[src/rtl/core/rjd_pkg.sv]
// Shared types and constants for the region jam detector.
// Used by rjd_update, region_jam_detector and the testbench; depends on nothing else.
`timescale 1ns / 1ps

package rjd_pkg;

    // Fixed field widths
    localparam int MAX_REGIONS = 4;
    localparam int REGION_W    = 2;
    localparam int NUM_THRESH  = 4;
    localparam int CFG_INDEX_W = 3;
    localparam int CFG_DATA_W  = 32;

    // Command codes
    localparam logic CMD_UPDATE = 1'b0;
    localparam logic CMD_CLEAR  = 1'b1;

    // Event codes
    localparam logic [1:0] EV_NONE     = 2'd0;
    localparam logic [1:0] EV_DETECTED = 2'd1;
    localparam logic [1:0] EV_CLEARED  = 2'd2;

    // Status override codes
    localparam logic [1:0] STS_KEEP = 2'd0;
    localparam logic [1:0] STS_JAM  = 2'd1;
    localparam logic [1:0] STS_IDLE = 2'd2;

    // Configuration register indexes
    localparam logic [CFG_INDEX_W-1:0] REG_MASK   = 3'd0;
    localparam logic [CFG_INDEX_W-1:0] REG_JAM_T0 = 3'd1;
    localparam logic [CFG_INDEX_W-1:0] REG_JAM_T3 = 3'd4;

    typedef enum logic {
        ST_IDLE,
        ST_EXEC
    } t_state;

    // One input beat
    typedef struct packed {
        logic                cmd;
        logic [REGION_W-1:0] region;
        logic [31:0]         flow_count;
        logic [15:0]         inside_count;
        logic                slow_target_present;
        logic [31:0]         now_ms;
    } t_item;

    // Per-region state held in the state memory
    typedef struct packed {
        logic [31:0] last_flow;
        logic [31:0] last_change_time;
        logic [31:0] stale_time;
        logic        was_occupied;
        logic        jam_on;
        logic [31:0] onset_count;
    } t_entry;

    // One output beat
    typedef struct packed {
        logic [REGION_W-1:0] out_region;
        logic                passed_through;
        logic                jam_active;
        logic [31:0]         jam_total;
        logic [31:0]         stale_ms;
        logic [1:0]          event_code;
        logic [1:0]          status_override;
    } t_result;

endpackage

[src/rtl/core/region_jam_detector.sv]
// A result beat is registered when the update of its accepted input beat retires.
// The next item waits for that retire, because of the read-then-write pass on
// the single-port region state memory (read on accept, write back on retire).
// Reset (synchronous, active low) clears the control state, the configuration
// registers and the per-region valid bits; an unwritten region reads as zero.
`timescale 1ns / 1ps

module region_jam_detector #(
    parameter int NUM_REGIONS = 4
) (
    input  logic                             i_clk,
    input  logic                             i_rst_n,
    // Input channel
    input  logic                             i_in_valid,
    output logic                             o_in_ready,
    input  logic                             i_cmd,
    input  logic [rjd_pkg::REGION_W-1:0]     i_region,
    input  logic [31:0]                      i_flow_count,
    input  logic [15:0]                      i_inside_count,
    input  logic                             i_slow_target_present,
    input  logic [31:0]                      i_now_ms,
    // Output channel
    output logic                             o_out_valid,
    input  logic                             i_out_ready,
    output logic [rjd_pkg::REGION_W-1:0]     o_out_region,
    output logic                             o_passed_through,
    output logic                             o_jam_active,
    output logic [31:0]                      o_jam_total,
    output logic [31:0]                      o_stale_ms,
    output logic [1:0]                       o_event_code,
    output logic [1:0]                       o_status_override,
    // Configuration write port
    input  logic                             i_cfg_we,
    input  logic [rjd_pkg::CFG_INDEX_W-1:0]  i_cfg_index,
    input  logic [rjd_pkg::CFG_DATA_W-1:0]   i_cfg_data
);

    localparam int AW = (NUM_REGIONS > 1) ? $clog2(NUM_REGIONS) : 1;

    rjd_pkg::t_state  r_state;
    rjd_pkg::t_state  n_state;

    logic [rjd_pkg::MAX_REGIONS-1:0] r_mask;
    logic [31:0]                     r_jam_time [rjd_pkg::NUM_THRESH];

    rjd_pkg::t_item   r_item;
    rjd_pkg::t_entry  mem [NUM_REGIONS];
    logic [NUM_REGIONS-1:0] r_valid;
    rjd_pkg::t_entry  r_rd_data;
    logic             r_rd_valid;

    rjd_pkg::t_result r_out;
    logic             r_out_valid;

    rjd_pkg::t_item   w_item;
    rjd_pkg::t_entry  w_entry;
    rjd_pkg::t_entry  w_new_entry;
    rjd_pkg::t_result w_result;
    logic             w_write;
    logic             w_region_ok;
    logic             w_accept;
    logic             w_finish;
    logic             w_mem_we;
    logic [AW-1:0]    w_rd_addr;
    logic [AW-1:0]    w_wr_addr;

    // Incoming beat gathered into one struct
    always_comb begin
        w_item.cmd                 = i_cmd;
        w_item.region              = i_region;
        w_item.flow_count          = i_flow_count;
        w_item.inside_count        = i_inside_count;
        w_item.slow_target_present = i_slow_target_present;
        w_item.now_ms              = i_now_ms;
    end

    // Configuration registers
    always_ff @(posedge i_clk) begin
        if (!i_rst_n) begin
            r_mask <= '0;
            for (int i = 0; i < rjd_pkg::NUM_THRESH; i++) begin
                r_jam_time[i] <= '0;
            end
        end else if (i_cfg_we) begin
            if (i_cfg_index == rjd_pkg::REG_MASK) begin
                r_mask <= i_cfg_data[rjd_pkg::MAX_REGIONS-1:0];
            end else if (i_cfg_index >= rjd_pkg::REG_JAM_T0 &&
                         i_cfg_index <= rjd_pkg::REG_JAM_T3) begin
                r_jam_time[2'(i_cfg_index - rjd_pkg::REG_JAM_T0)] <= i_cfg_data;
            end
        end
    end

    // Sequencer: next state
    always_comb begin
        n_state = r_state;
        case (r_state)
            rjd_pkg::ST_IDLE: begin
                if (i_in_valid) begin
                    n_state = rjd_pkg::ST_EXEC;
                end
            end
            rjd_pkg::ST_EXEC: begin
                if (!r_out_valid || i_out_ready) begin
                    n_state = rjd_pkg::ST_IDLE;
                end
            end
            default: n_state = rjd_pkg::ST_IDLE;
        endcase
    end

    // Sequencer: outputs
    always_comb begin
        o_in_ready = 1'b0;
        w_finish   = 1'b0;
        case (r_state)
            rjd_pkg::ST_IDLE: o_in_ready = 1'b1;
            rjd_pkg::ST_EXEC: w_finish   = !r_out_valid || i_out_ready;
            default: begin
                o_in_ready = 1'b0;
                w_finish   = 1'b0;
            end
        endcase
    end

    assign w_accept = i_in_valid && o_in_ready;

    always_ff @(posedge i_clk) begin
        if (!i_rst_n) begin
            r_state <= rjd_pkg::ST_IDLE;
        end else begin
            r_state <= n_state;
        end
    end

    // Hold the accepted beat for the update cycle
    always_ff @(posedge i_clk) begin
        if (w_accept) begin
            r_item <= w_item;
        end
    end

    // Region state memory: read on accept, written back when the update retires
    assign w_rd_addr = i_region[AW-1:0];
    assign w_wr_addr = r_item.region[AW-1:0];
    assign w_mem_we  = w_finish && w_write;

    always_ff @(posedge i_clk) begin
        if (w_accept) begin
            r_rd_data <= mem[w_rd_addr];
        end
        if (w_mem_we) begin
            mem[w_wr_addr] <= w_new_entry;
        end
    end

    // Per-region valid bits; an entry never written reads as all zero
    always_ff @(posedge i_clk) begin
        if (!i_rst_n) begin
            r_valid    <= '0;
            r_rd_valid <= 1'b0;
        end else begin
            if (w_accept) begin
                r_rd_valid <= r_valid[w_rd_addr];
            end
            if (w_mem_we) begin
                r_valid[w_wr_addr] <= 1'b1;
            end
        end
    end

    assign w_entry     = r_rd_valid ? r_rd_data : '0;
    assign w_region_ok = ({1'b0, r_item.region} < 3'(NUM_REGIONS));

    rjd_update u_update (
        .i_item      (r_item),
        .i_entry     (w_entry),
        .i_region_ok (w_region_ok),
        .i_enabled   (r_mask[r_item.region]),
        .i_threshold (r_jam_time[r_item.region]),
        .o_entry     (w_new_entry),
        .o_write     (w_write),
        .o_result    (w_result)
    );

    // Output register
    always_ff @(posedge i_clk) begin
        if (!i_rst_n) begin
            r_out_valid <= 1'b0;
        end else if (w_finish) begin
            r_out_valid <= 1'b1;
        end else if (i_out_ready) begin
            r_out_valid <= 1'b0;
        end
    end

    always_ff @(posedge i_clk) begin
        if (w_finish) begin
            r_out <= w_result;
        end
    end

    assign o_out_valid       = r_out_valid;
    assign o_out_region      = r_out.out_region;
    assign o_passed_through  = r_out.passed_through;
    assign o_jam_active      = r_out.jam_active;
    assign o_jam_total       = r_out.jam_total;
    assign o_stale_ms        = r_out.stale_ms;
    assign o_event_code      = r_out.event_code;
    assign o_status_override = r_out.status_override;

`ifndef SYNTHESIS
    // An accepted beat always moves into the update cycle.
    a_accept_exec: assert property (@(posedge i_clk) disable iff (!i_rst_n)
        w_accept |=> (r_state == rjd_pkg::ST_EXEC))
        else $error("accepted beat did not enter the update cycle");

    // A pending result is not dropped before it is taken.
    a_out_held: assert property (@(posedge i_clk) disable iff (!i_rst_n)
        (r_out_valid && !i_out_ready) |=> r_out_valid)
        else $error("pending result beat was dropped");

    // A detected jam is reported as active with the JAM override.
    a_detect_active: assert property (@(posedge i_clk) disable iff (!i_rst_n)
        (o_out_valid && o_event_code == rjd_pkg::EV_DETECTED) |->
        (o_jam_active && o_status_override == rjd_pkg::STS_JAM))
        else $error("jam detected without active jam state");

    // A pass-through result carries no jam information.
    a_pass_zero: assert property (@(posedge i_clk) disable iff (!i_rst_n)
        (o_out_valid && o_passed_through) |->
        (o_jam_total == 32'd0 && o_event_code == rjd_pkg::EV_NONE && !o_jam_active))
        else $error("pass-through result carries jam fields");

    // State memory is only written while an update retires.
    a_we_exec: assert property (@(posedge i_clk) disable iff (!i_rst_n)
        w_mem_we |-> (r_state == rjd_pkg::ST_EXEC && !o_in_ready))
        else $error("state memory written outside the update cycle");
`endif

endmodule

[src/rtl/core/rjd_update.sv]
// Combinational update of one region's state entry and the matching result.
// Depends on rjd_pkg for the item, entry and result types and the codes.
`timescale 1ns / 1ps

module rjd_update (
    input  rjd_pkg::t_item   i_item,
    input  rjd_pkg::t_entry  i_entry,
    input  logic             i_region_ok,
    input  logic             i_enabled,
    input  logic [31:0]      i_threshold,
    output rjd_pkg::t_entry  o_entry,
    output logic             o_write,
    output rjd_pkg::t_result o_result
);

    logic        occ;
    logic        restart;
    logic [31:0] stale;
    logic        want;

    // Timer restart and jam condition for an update beat
    always_comb begin
        occ     = (i_item.inside_count != 16'd0);
        restart = (i_item.flow_count != i_entry.last_flow) ||
                  (occ && !i_entry.was_occupied);
        stale   = restart ? 32'd0 : (i_item.now_ms - i_entry.last_change_time);
        want    = occ && i_item.slow_target_present && (stale >= i_threshold);
    end

    // New entry and result
    always_comb begin
        o_entry                    = i_entry;
        o_write                    = 1'b0;
        o_result                   = '0;
        o_result.out_region        = i_item.region;

        if (!i_region_ok) begin
            o_result.passed_through = 1'b1;
        end else if (i_item.cmd == rjd_pkg::CMD_CLEAR) begin
            // Force-clear acts regardless of the enable mask.
            o_write                  = 1'b1;
            o_entry.jam_on           = 1'b0;
            o_result.jam_total       = i_entry.onset_count;
            o_result.stale_ms        = i_entry.stale_time;
            o_result.event_code      = i_entry.jam_on ? rjd_pkg::EV_CLEARED
                                                      : rjd_pkg::EV_NONE;
            o_result.status_override = occ ? rjd_pkg::STS_KEEP : rjd_pkg::STS_IDLE;
        end else if (!i_enabled) begin
            o_result.passed_through = 1'b1;
        end else begin
            o_write              = 1'b1;
            o_entry.stale_time   = stale;
            o_entry.was_occupied = occ;
            if (restart) begin
                o_entry.last_flow        = i_item.flow_count;
                o_entry.last_change_time = i_item.now_ms;
            end
            if (want && !i_entry.jam_on) begin
                o_entry.jam_on      = 1'b1;
                o_entry.onset_count = i_entry.onset_count + 32'd1;
                o_result.event_code = rjd_pkg::EV_DETECTED;
            end else if (!want && i_entry.jam_on) begin
                o_entry.jam_on      = 1'b0;
                o_result.event_code = rjd_pkg::EV_CLEARED;
            end
            o_result.jam_active      = o_entry.jam_on;
            o_result.jam_total       = o_entry.onset_count;
            o_result.stale_ms        = stale;
            o_result.status_override = o_entry.jam_on ? rjd_pkg::STS_JAM
                                                      : rjd_pkg::STS_KEEP;
        end
    end

endmodule

[config.mk]
export PLATFORM = sky130hd
export DESIGN_NAME = region_jam_detector
export DESIGN_NICKNAME = d
export VERILOG_FILES = /design/src/rtl/core/rjd_pkg.sv /design/src/rtl/core/region_jam_detector.sv /design/src/rtl/core/rjd_update.sv
export SDC_FILE = /design/constraint.sdc
export NUM_CORES = 1
export LEC_CHECK = 0
export BUFFER_PORTS_ARGS = -buffer_cell sky130_fd_sc_hd__buf_2
export CORE_UTILIZATION = 55
export DETAILED_ROUTE_END_ITERATION = 12
export PLACE_DENSITY = 0.72
export SYNTH_ARGS = -nofsm -noshare
export SYNTH_HDL_FRONTEND = slang
export SYNTH_SLANG_ARGS = --single-unit
[constraint.sdc]
create_clock -name i_clk -period 45.1 [get_ports i_clk]
set_input_delay 9.02 -clock i_clk [delete_from_list [all_inputs] [get_ports i_clk]]
set_output_delay 9.02 -clock i_clk [all_outputs]
set_load 0.01 [all_outputs]
==> flow_summary.json, run 1 <==
{
  "synth-compound-area-share_pct": 5.79,
  "leakagePower_nw": 15.7,
  "yosysWarnings": 0,
  "period_share_pct": 25.0,
  "pre_cts_ws_ns": 33.13,
  "final_cell_mix": "edfxtp_1, nand2_1, buf_2",
  "initial_utilization_pct": 56.0,
  "die-width_um": 273,
  "synth_top_family_by_area": "multiplexers",
  "clk_path_buf_depth": 3,
  "max_freq_mhz": 88.8,
  "io_pins": 198,
  "status": "complete, no violations",
  "maxCapViolCount": 0,
  "postSynthAreaPerCell_um2": 15.9,
  "dpl.hpwl_um": 53600,
  "viasPerCell": 6.10,
  "worstSetupStartpointType": "input pin",
  "final_common_cell": "edfxtp_1",
  "setup.worst_path.end_class": "flop",
  "slew_headroom_pct": 13.8,
  "cts_setup_buffers": 0,
  "critPathRequiredTime_ns": 45.60,
  "nNetsFinal": 2929,
  "synth_edf_count": 933,
  "die_h_um": 273,
  "syn_inst": 2536,
  "grt_max_degree": 132,
  "drtIter0Drc": 2198,
  "placed_cells": 3592,
  "use_met2_pct": 39.6,
  "grt-busiest-layer": "met2",
  "hold_viol_final": 0,
  "grt_pass1_wl_um": 135000,
  "row_count": 98,
  "post_drt_wl_per_cell_um": 23.5,
  "antenna_found_initial": 4,
  "synth.area.mux_share_pct": 9.63,
  "dieArea_um2": 74300,
  "overflow": 0,
  "firstDrtPassIters": 5,
  "rsz0062_at_grt": "no",
  "gp_congestion": 0.897,
  "cts.sinks": 946,
  "worstPathMaxFanout": 32,
  "path_class": "input pin to flop",
  "tightest_slew_ns": 1.29,
  "fin_crit_ns": 11.27,
  "drv_slew": 0,
  "synth_fa_ha_area_share_pct": 2.13,
  "core_region_area_um2": 72000,
  "setup_ws_ns": 33.83,
  "grt_usage_pct": 24.1,
  "met3_usage_pct": 4.65,
  "worst_clock_skew_ns": 0.0235,
  "post_cts_resize_count": 0,
  "yosys.area_share.simple_pct": 8.93,
  "syn_area_um2": 40300,
  "setup_viol": 0,
  "syn_nets": 2728,
  "setup-tns-final_ns": 0,
  "syn2layout_area_growth_pct": 12.7,
  "grtUsageMet1_pct": 32.1,
  "p_per_area_nw_per_um2": 42.1,
  "cts_htree_levels": 3,
  "ant_nets": 0,
  "max-vdd-ir-drop_mv": 0.0285,
  "fin_cells": 3763,
  "drive_gt1_share_pct": 20.4,
  "cts-hold-fix-buffers": 0,
  "ys_types": 86,
  "clock_latency_ns": 0.65,
  "arrival_ns": 11.77,
  "path_clk_slew_ns": 0.06,
  "async_flop_share_pct": 0,
  "drc_errors": 0,
  "grt_pass1_vias": 23400,
  "cts_root_buf": "clkbuf_16",
  "wirelength_um": 88500,
  "io_buffers": 197,
  "cts_tree": "yes",
  "ys_dominant_reg_cell": "edfxtp_1",
  "cts_buffers": 93,
  "hp-class": "flop to flop",
  "ys_ff_latch": 946,
  "synth_xor_area_share_pct": 1.39,
  "ys_seq_area_share_pct": 70.2,
  "via_count": 22900
}
-- cell usage after synthesis (4+ instances only) --
library cell	count	area, µm²
nand4b_1	14	123
xnor2_1	28	245
edfxtp_1	933	28000
o21a_1	17	128
mux2_2	4	45.0
mux4_2	163	3670
a31o_2	4	35.0
o31ai_1	9	67.6
buf_2	15	75.1
nor4_1	11	68.8
and4_1	7	61.3
a21oi_1	66	330
and2_1	150	938
a211oi_1	9	67.6
nand2_1	250	938
a22o_1	4	35.0
o211ai_1	14	105
a21o_1	38	285
buf_1	26	97.6
nor2b_1	5	31.3
nand2b_1	13	81.3
or3_1	4	25.0
clkbuf_1	72	270
nor3_1	32	160
a31oi_1	11	68.8
xor2_1	36	315
nor2_1	87	327
a2111oi_0	4	35.0
ha_1	67	838
nand3_1	73	365
dfxtp_1	13	260
nand4_1	30	188
and3_1	10	62.6
mux2i_1	14	140
o21ai_0	147	736
inv_1	63	236
o22ai_1	25	156
-- layer usage --
| layer | wire length (µm) | share of wire [%] |
|---|---|---|
| met3 | 6720 | 7.6 |
| met4 | 2910 | 3.3 |
| met5 | 8 | 0.0090 |
| met1 | 35500 | 40 |
| met2 | 43400 | 49 |
-- worst max-delay path, cell delays in order --
cell and delay (ns):
buf_2 0.18, inv_1 0.12, ha_1 0.24, nor3_1 0.17, o21ai_0 0.33, nor2_1 0.24
nand2_1 0.18, nor2_2 1.00, and2_1 0.27
-- area by class of cell --
class / instances / area, µm²
multi-input cells: 1405 / 11300
flip-flops and latches: 946 / 28300
clock buffers: 110 / 2470
diodes: 1 / 2.50
well taps: 950 / 1190
fillers: 5115 / 26600
inverters: 65 / 244
clock inverters: 60 / 639
repair buffers: 226 / 1260
-- kinds of logic after synthesis --
logic type / Yosys count
compound gates: 379
buf+inv: 185
mux: 182
xor+xnor: 64
fa+ha+maj: 68
flops: 946
simple gates: 712
-- registers in the layout, summed over array words and instances, names as in the netlist, 2 cells and up, named ones only --
name	flops
w_wr_addr	2
o_event_code	2
mem	520
r_mask	4
o_stale_ms	32
r_valid	4
r_rd_data	130
r_jam_time	128
r_item	82
o_out_region	2
o_jam_total	32
-- power breakdown --
group	leakage (nW)	internal [mW]	switching, mW	total [mW]
Clock	1.49	0.457	0.330	0.786
Combinational	5.25	0.0432	0.0670	0.110
Sequential	9.01	0.997	0.0167	1.01
-- stage by stage --
stage	total power [mW]	instance area (µm²)	utilization, %	hold slack, ns
after global routing	1.97	45400	63.1	0.503
final	1.91	45400	63.1	0.481
after CTS	1.92	45400	63.1	0.488
after global placement	1.14	42300	58.7	0.448
after detailed placement	1.14	42300	58.7	0.473
after floorplan	1.10	40300	-	0.421
-- final timing paths --
path	from	cells past startpoint	end	slack (ns)
setup / recovery	i_cfg_index[0]	9	r_jam_time[0][15]	33.83
hold / removal	r_valid[1]	2	r_valid[1]	0.48
setup reg to reg	r_rd_valid	22	mem[0][26]	36.37
hold reg to reg	r_valid[1]	2	r_valid[1]	0.48
No activity file was read; power rests on OpenSTA's default activity.
==> inputs of run 2 (changes only) <==
Settings changed: ABC_AREA from default to 1, PLACE_DENSITY 0.72 to 0.74.
Clock period 45.1 ns to 9.93 ns, I/O delays scaled along.
==> run 2 against run 1 <==
Against the previous run: wire length grew 13%; clock skew grew 0.022 ns; synthesized cell count grew 42%; non-clock buffer count grew 9; combinational power grew to 6.8 times the previous value; global-route usage grew 1.8 points; first-iteration DRC count grew 39%; register-to-register slack lost 32 ns; clock power grew to 4.3 times the previous value; count of clock-buffer cells in the layout grew 1; critical path depth grew 20.
==> flow_summary.json, run 2 <==
{
  "worstSetupStartpointType": "flop",
  "setup.worst_path.end_class": "flop",
  "maxCapViolCount": 0,
  "critPathRequiredTime_ns": 10.25,
  "ys_dominant_reg_cell": "edfxtp_1",
  "path_clk_slew_ns": 0.06,
  "initial_utilization_pct": 55.5,
  "row_count": 100,
  "syn_area_um2": 41300,
  "arrival_ns": 6.18,
  "setup-tns-final_ns": 0,
  "p_total_mw": 8.82,
  "p_per_area_nw_per_um2": 192,
  "core_region_area_um2": 74400,
  "worst_clock_skew_ns": 0.0451,
  "slowest_stage": "dfxtp_4",
  "post_drt_wl_per_cell_um": 20.8,
  "worstPathMaxFanout": 60,
  "slew_headroom_pct": 22.6,
  "syn_nets": 3802,
  "cts-hold-fix-buffers": 0,
  "seqCellArea_um2": 28300,
  "fin_area_um2": 46000,
  "ys_ff_latch": 946,
  "drc_errors": 0,
  "cts_root_buf": "clkbuf_16",
  "cts.sinks": 946,
  "regMostFlops": "mem",
  "gp_congestion": 0.948,
  "crit_buf_inv": 5,
  "placed_area_um2": 43100,
  "tightest_slew_ns": 1.16,
  "cts_tree": "yes",
  "grt_max_degree": 152,
  "ant_nets": 0,
  "status": "complete, no violations",
  "grt_pass1_wl_um": 151000,
  "dieArea_um2": 76300,
  "grt_usage_pct": 25.8,
  "dpl.hpwl_um": 58900,
  "reg_top3": "mem x520, r_rd_data x130, r_jam_time x128",
  "period_share_pct": 59.0,
  "ys_types": 43,
  "clk_path_buf_depth": 3,
  "syn2layout_area_growth_pct": 11.3,
  "synth.top_cell.area_share_pct": 67.8,
  "yosysMostFrequentCell": "edfxtp_1",
  "max_freq_mhz": 171,
  "yosys-top-cells-count": "edfxtp_1, nand2_1, nor2_1",
  "setup_viol": 0,
  "via_count": 28200,
  "yosysWarnings": 0,
  "viasPerCell": 5.89,
  "syn_inst": 3610,
  "leakagePower_nw": 17.2,
  "n_fill_cell": 5710,
  "wirelength_um": 99600,
  "final_cell_mix": "edfxtp_1, nand2_1, nor2_1",
  "cts_htree_levels": 3,
  "drtIter0Drc": 3056,
  "synth_edf_count": 933,
  "post_cts_resize_count": 0,
  "io_buffers": 197,
  "max-vdd-ir-drop_mv": 0.143,
  "drive_gt1_share_pct": 13.4,
  "antenna_found_initial": 1,
  "synth_area_leaders": "edfxtp_1, nand2_1, nor2_1, o21ai_0, ha_1",
  "path_delay_family": "simple AND/OR/NAND/NOR gates",
  "hp-class": "flop to flop",
  "firstDrtPassIters": 7,
  "cts_setup_buffers": 0,
  "postSynthAreaPerCell_um2": 11.5,
  "die-width_um": 276,
  "hold_viol_final": 0,
  "rsz0062_at_grt": "no",
  "io_pins": 198,
  "async_flop_share_pct": 0,
  "cp_slowest_stage_delay_ns": 0.94,
  "fin_crit_ns": 5.86,
  "cts_buffers": 94,
  "yosysTopAreaCell": "edfxtp_1",
  "grt_pass1_vias": 26600,
  "drv_slew": 0,
  "path_class": "flop to flop",
  "ys_seq_area_share_pct": 68.4,
  "overflow": 0,
  "final_common_cell": "edfxtp_1",
  "rrSetupSlack_ns": 4.07,
  "multiInputGateArea_um2": 11500,
  "clock_latency_ns": 0.67,
  "largest_reg_flops": 520,
  "die_h_um": 276,
  "nNetsFinal": 3945,
  "path_common_cell": "nand2_1"
}
## run 2: cell types whose count changed after synthesis, moves of 107 or more
cell     change
nand2_1    +429
and2_1     -150
mux4_2     -163
nor2_1     +437
o21ai_0    +175
o22ai_1    +107
## run 2: stage by stage
step / worst slack [ns] / instances / hold slack (ns) / utilization (%)
6_report: 4.07 / 4796 / 0.448 / 61.8
5_1_grt: 3.65 / 4795 / 0.479 / 61.8
4_1_cts: 4.15 / 4795 / 0.453 / 61.8
3_5_place_dp: 4.16 / 4626 / 0.442 / 57.8
3_3_place_gp: 4.28 / 4626 / 0.437 / 57.8
2_1_floorplan: 0.935 / 3610 / 0.423 / -
## run 2: where the power goes
group | internal, mW | switching (mW)
registers | 4.58 | 0.0725
logic | 0.214 | 0.535
clock network | 1.92 | 1.50
## run 2: final cells by class
cell class / instances / share of cell area, %
antenna: 1 / 0.00544
clock buffer: 111 / 5.30
tap: 969 / 2.64
multi-input combinational: 2292 / 25.1
timing repair buffer: 235 / 2.81
clock inverter: 58 / 1.11
sequential: 946 / 61.5
inverter: 184 / 1.57
## run 2: worst paths after layout
check	startpoint	to	depth (start not counted)
worst max-delay path	r_rd_valid	mem[1][5]	29
worst min-delay path	r_mask[3]	r_mask[3]	2
worst max register to register	r_rd_valid	mem[1][5]	29
worst min register to register	r_mask[3]	r_mask[3]	2
## run 2: tightest hold or removal path: cells and delay by family, from the launching register on
kind / cells / cell delay, ns
AO/OA/AOI/OAI: 1 / 0.05
buffers and inverters: 1 / 0.05
flip-flops: 1 / 0.31
## run 2: cells by family after synthesis
kind of cell,Yosys count,share of synthesized area (%)
compound gates,661,9.42
xor+xnor,49,1.04
fa+ha+maj,68,2.08
buf+inv,372,3.78
flops,946,68.4
simple gates,1514,15.3
## run 2: layer usage
metal	up-vias	GRT usage (%)	wire (µm)
li1	13100	-	-
met4	0	8.84	3050
met1	13600	35.1	40100
met2	1306	41.2	46800
met3	168	5.92	9740
met5	-	0	0
